### src/rtl/sastl_ram.sv
`timescale 1ns / 1ps
// ----------------------------------------------------------------------------
// sastl_ram
// Generic simple dual-port RAM, one write and one registered read port.
// ----------------------------------------------------------------------------
module sastl_ram #(
    parameter int WIDTH = 32,
    parameter int DEPTH = 64
) (
    input  logic                     i_clk,
    input  logic                     i_we,
    input  logic [$clog2(DEPTH)-1:0] i_waddr,
    input  logic [WIDTH-1:0]         i_wdata,
    input  logic                     i_re,
    input  logic [$clog2(DEPTH)-1:0] i_raddr,
    output logic [WIDTH-1:0]         o_rdata
);

    logic [WIDTH-1:0] r_mem [DEPTH];
    logic [WIDTH-1:0] r_rdata;

    always_ff @(posedge i_clk) begin
        if (i_we) begin
            r_mem[i_waddr] <= i_wdata;
        end
        // read data holds until the next read
        if (i_re) begin
            r_rdata <= r_mem[i_raddr];
        end
    end

    assign o_rdata = r_rdata;

endmodule

### config.mk
export PLATFORM = sky130hd
export DESIGN_NAME = sastl_ram
export DESIGN_NICKNAME = d
export VERILOG_FILES = /design/src/rtl/sastl_ram.sv
export SDC_FILE = /design/constraint.sdc
export NUM_CORES = 2
export LEC_CHECK = 0
export ABC_AREA = 0
export BUFFER_PORTS_ARGS = -buffer_cell sky130_fd_sc_hd__buf_2
export CAP_MARGIN = 15
export CORE_ASPECT_RATIO = 1.2
export CORE_UTILIZATION = 30
export DETAILED_ROUTE_END_ITERATION = 7
export GPL_ROUTABILITY_DRIVEN = 0
export HOLD_SLACK_MARGIN = 0.05
export SETUP_SLACK_MARGIN = 0.5
export SLEW_MARGIN = 20
export SYNTH_ARGS = -nofsm -noshare
export SYNTH_HDL_FRONTEND = slang
export SYNTH_SLANG_ARGS = --single-unit
### constraint.sdc
create_clock -name i_clk -period 5.7 [get_ports i_clk]
set_clock_uncertainty 0.2 [all_clocks]
set_input_delay 0.57 -clock i_clk [delete_from_list [all_inputs] [get_ports i_clk]]
set_output_delay 0.57 -clock i_clk [all_outputs]
set_load 0.005 [all_outputs]
==> metrics.md <==
| Metric | Value |
|---|---|
| Sequential-to-total area share from yosys stat | `79.2%` |
| Ys flop type | `edfxtp_1` |
| First-pass GRT wire length | `292000 µm` |
| Max IR drop VDD | `0.230 mV` |
| MaxCap Viol Count | `0` |
| Number of post-CTS setup repair buffers | `0` |
| Post-route insts no fill | `7169` |
| Die ar. | `265000 µm²` |
| Post-CTS resize count | `0` |
| Setup_tns | `0 ps` |
| Largest net degree at the start of global routing | `70` |
| Tmin final | `3570 ps` |
| Final worst path period share | `62.7%` |
| Die Ht | `564 µm` |
| Sink Count | `2080` |
| Final nets | `3624` |
| Vias in the first global route | `37700` |
| FF+latch count, synth | `2080` |
| DR WL/cell | `29.1 µm` |
| Core area | `261000 µm²` |
| Hold WC Path Type | `input port to register` |
| Worst-Margin Slew | `1120 ps` |
| Starting Density | `30.3%` |
| I/O Buffers | `78` |
| H-tree lvl count | `4` |
| Post-Syn Area | `78800 µm²` |
| GRT Residual Overflow | `0` |
| RSZ-0062 raised after global routing | `false` |
| Placed Cells | `6794` |
| Highest Clock Rate | `280 MHz` |
| Worst-path cell chain | `buf_8, buf_12, buf_4, mux4_2, mux4_2, o22ai_1, nor2_1` |
| Synthesized Nets | `3371` |
| CTS Buffer Depth | `4` |
| Post-route cell area | `90700 µm²` |
| Netlist cell types | `33` |
| Via count | `36800` |
| Total CTS buffers | `196` |
| Row cnt | `205` |
| FF-to-FF Start | `r_mem[46][0]` |
| Worst setup SP type | `input port` |
| Crit end category | `register` |
| Top Ports | `79` |
| Initial DRC count | `4593` |
| Register area | `62500 µm²` |
| CP endpoint | `o_rdata[0]` |
| DRC | `0` |
| Slew Limit Fails | `0` |
| Setup Crit Path Kind | `input port to register` |
| RR Endpoint | `o_rdata[0]` |
| Initial antenna violation count | `29` |
| Root Driver | `clkbuf_16` |
| Yosys warns | `0` |
| CTS tree | `built` |
| CP dominant cell by count | `mux4_2` |
| Syn Inst Count | `3324` |
| Asr flop ratio synth | `0%` |
| Hold Violations, Final | `0` |
| Area of the multi-input gates | `16000 µm²` |
| Clock slew seen by the registers of the worst setup and hold paths | `60 ps` |
| Status | `complete, no violations` |
| Post-Place Cell Area | `84500 µm²` |
| Power Density | `344 nW/µm²` |
| Skew-Pair Late Insertion Delay | `840 ps` |
| Final setup violation count | `0` |
| Static leakage | `27.6 nW` |
| WL final | `209000 µm` |
| CP peak stage delay | `860 ps` |
| DRT Pass-1 Iters | `6` |
| Mean Syn Cell Area | `23.7 µm²` |
| Worst setup path startpoint | `i_raddr[1]` |
| CTS Hold Buffers Added | `0` |
| Hpwl dp | `122000 µm` |
| Critical Path Slowest Stage Cell | `o22ai_1` |
| Worst path required time | `6010 ps` |
| Post-synth EDFFs | `2080` |
| R2r worst-path depth | `4` |
| Area delta synth->final | `15.0%` |
| Register-to-Register Setup Slack | `2750 ps` |
| Die W | `470 µm` |
| Post-route ant nets | `0` |
| Layout cells sized above 1 | `29.7%` |
| Worst EP arrival | `3890 ps` |
| Rel. slew slack | `25.1%` |
| GRT Overall Usage | `15.5%` |
| Critical path peak fanout | `69` |
| Fillers | `23900` |
| Post-DR vias/cell | `5.14` |
==> cell usage in the layout (no fill, tap or decap), types with 3 or more instances in the layout <==
master | netlist | routed
nor2_1 | 137 | 75
mux2i_1 | 93 | 93
nor2b_1 | 15 | 15
nand2_1 | 26 | 26
buf_12 | 0 | 17
nor3_1 | 7 | 5
inv_6 | 0 | 5
buf_4 | 25 | 146
clkinvlp_4 | 0 | 6
nand3_1 | 5 | 5
bufinv_16 | 0 | 14
o22ai_1 | 84 | 83
diode_2 | 0 | 24
a21oi_1 | 62 | 62
buf_2 | 57 | 69
buf_8 | 0 | 3
o221ai_1 | 27 | 27
or3_1 | 3 | 3
nand2b_1 | 8 | 7
clkinv_4 | 0 | 3
clkinv_2 | 0 | 29
nor2_4 | 0 | 62
or3b_2 | 3 | 3
nand3b_1 | 5 | 5
a311oi_1 | 8 | 8
edfxtp_1 | 2080 | 2080
a41o_1 | 4 | 4
and3_1 | 4 | 4
clkinv_1 | 0 | 49
clkbuf_16 | 0 | 199
o32ai_1 | 4 | 4
a22oi_1 | 12 | 12
mux4_2 | 544 | 544
clkbuf_1 | 74 | 45
==> cell type report <==
cell class,count,share of cell area [%]
flip-flops and latches,2080,68.9
multi-input cells,1062,17.6
clock buffers,244,5.68
well taps,3415,4.71
repair buffers,237,2.04
clock inverters,107,0.976
diodes,24,0.0663
==> cells in the mapped netlist (21+ instances only) <==
cell type / n / area [µm²]
nor2_1: 137 / 514
buf_4: 25 / 188
mux4_2: 544 / 12300
o22ai_1: 84 / 526
buf_2: 57 / 285
o221ai_1: 27 / 236
clkbuf_1: 74 / 278
mux2i_1: 93 / 931
buf_1: 21 / 78.8
a21oi_1: 62 / 310
nand2_1: 26 / 97.6
edfxtp_1: 2080 / 62500
==> worst max-delay path: cells and delay by family <==
kind	cells	cell delay [ps]
multiplexers	2	910
buffers and inverters	3	1280
AND/OR/NAND/NOR	1	150
AO/OA/AOI/OAI	1	860
==> power by group <==
group	switching [mW]	internal, mW	leakage, nW
Combinational	1.01	0.573	5.88
Clock	5.53	7.03	2.94
Sequential	0.0646	17.0	18.7
Total	6.61	24.6	27.6
==> flip-flops by register name (all words and copies together) (netlist names) <==
| name | cells |
|---|---|
| r_mem | 2048 |
| o_rdata | 32 |
==> worst min path at each step <==
stage                      start            end  slack [ps]  cells after the start
floorplan             i_wdata[0]    r_mem[0][0]         470                      0
detailed placement  r_mem[28][8]     o_rdata[8]         630                      4
global route          i_wdata[8]    r_mem[6][8]         110                      1
global placement    r_mem[28][8]     o_rdata[8]         620                      4
finish               i_wdata[20]   r_mem[4][20]          90                      1
CTS                   i_waddr[1]  r_mem[51][20]         120                      3
==> cells by family after synthesis <==
logic type             share of synthesized area [%]
AOI/OAI and AO/OA                               1.67
muxes                                           16.7
and+or+nand+nor                                 1.26
buffers and inverters                           1.12
DFF                                             79.2
==> stage by stage <==
step	util (%)	setup slack, ps	total power, mW	hold slack (ps)
floorplan	-	1770	18.1	469
global placement	32.4	1040	18.9	620
detailed placement	32.4	1260	19.0	627
CTS	34.8	2110	31.4	118
global route	34.8	2170	32.0	110
finish	34.8	2130	31.2	89.8
==> per-layer routing <==
metal  vias up  share of wire (%)  GRT usage [%]
li1      14800                  -              -
met1     20300                 38           19.2
met2      1334                 52           27.4
met3       318                6.1           2.32
met4        14                3.3           5.33
met5         -              0.046              0
Note: power is estimated with default switching activity, not from simulation.
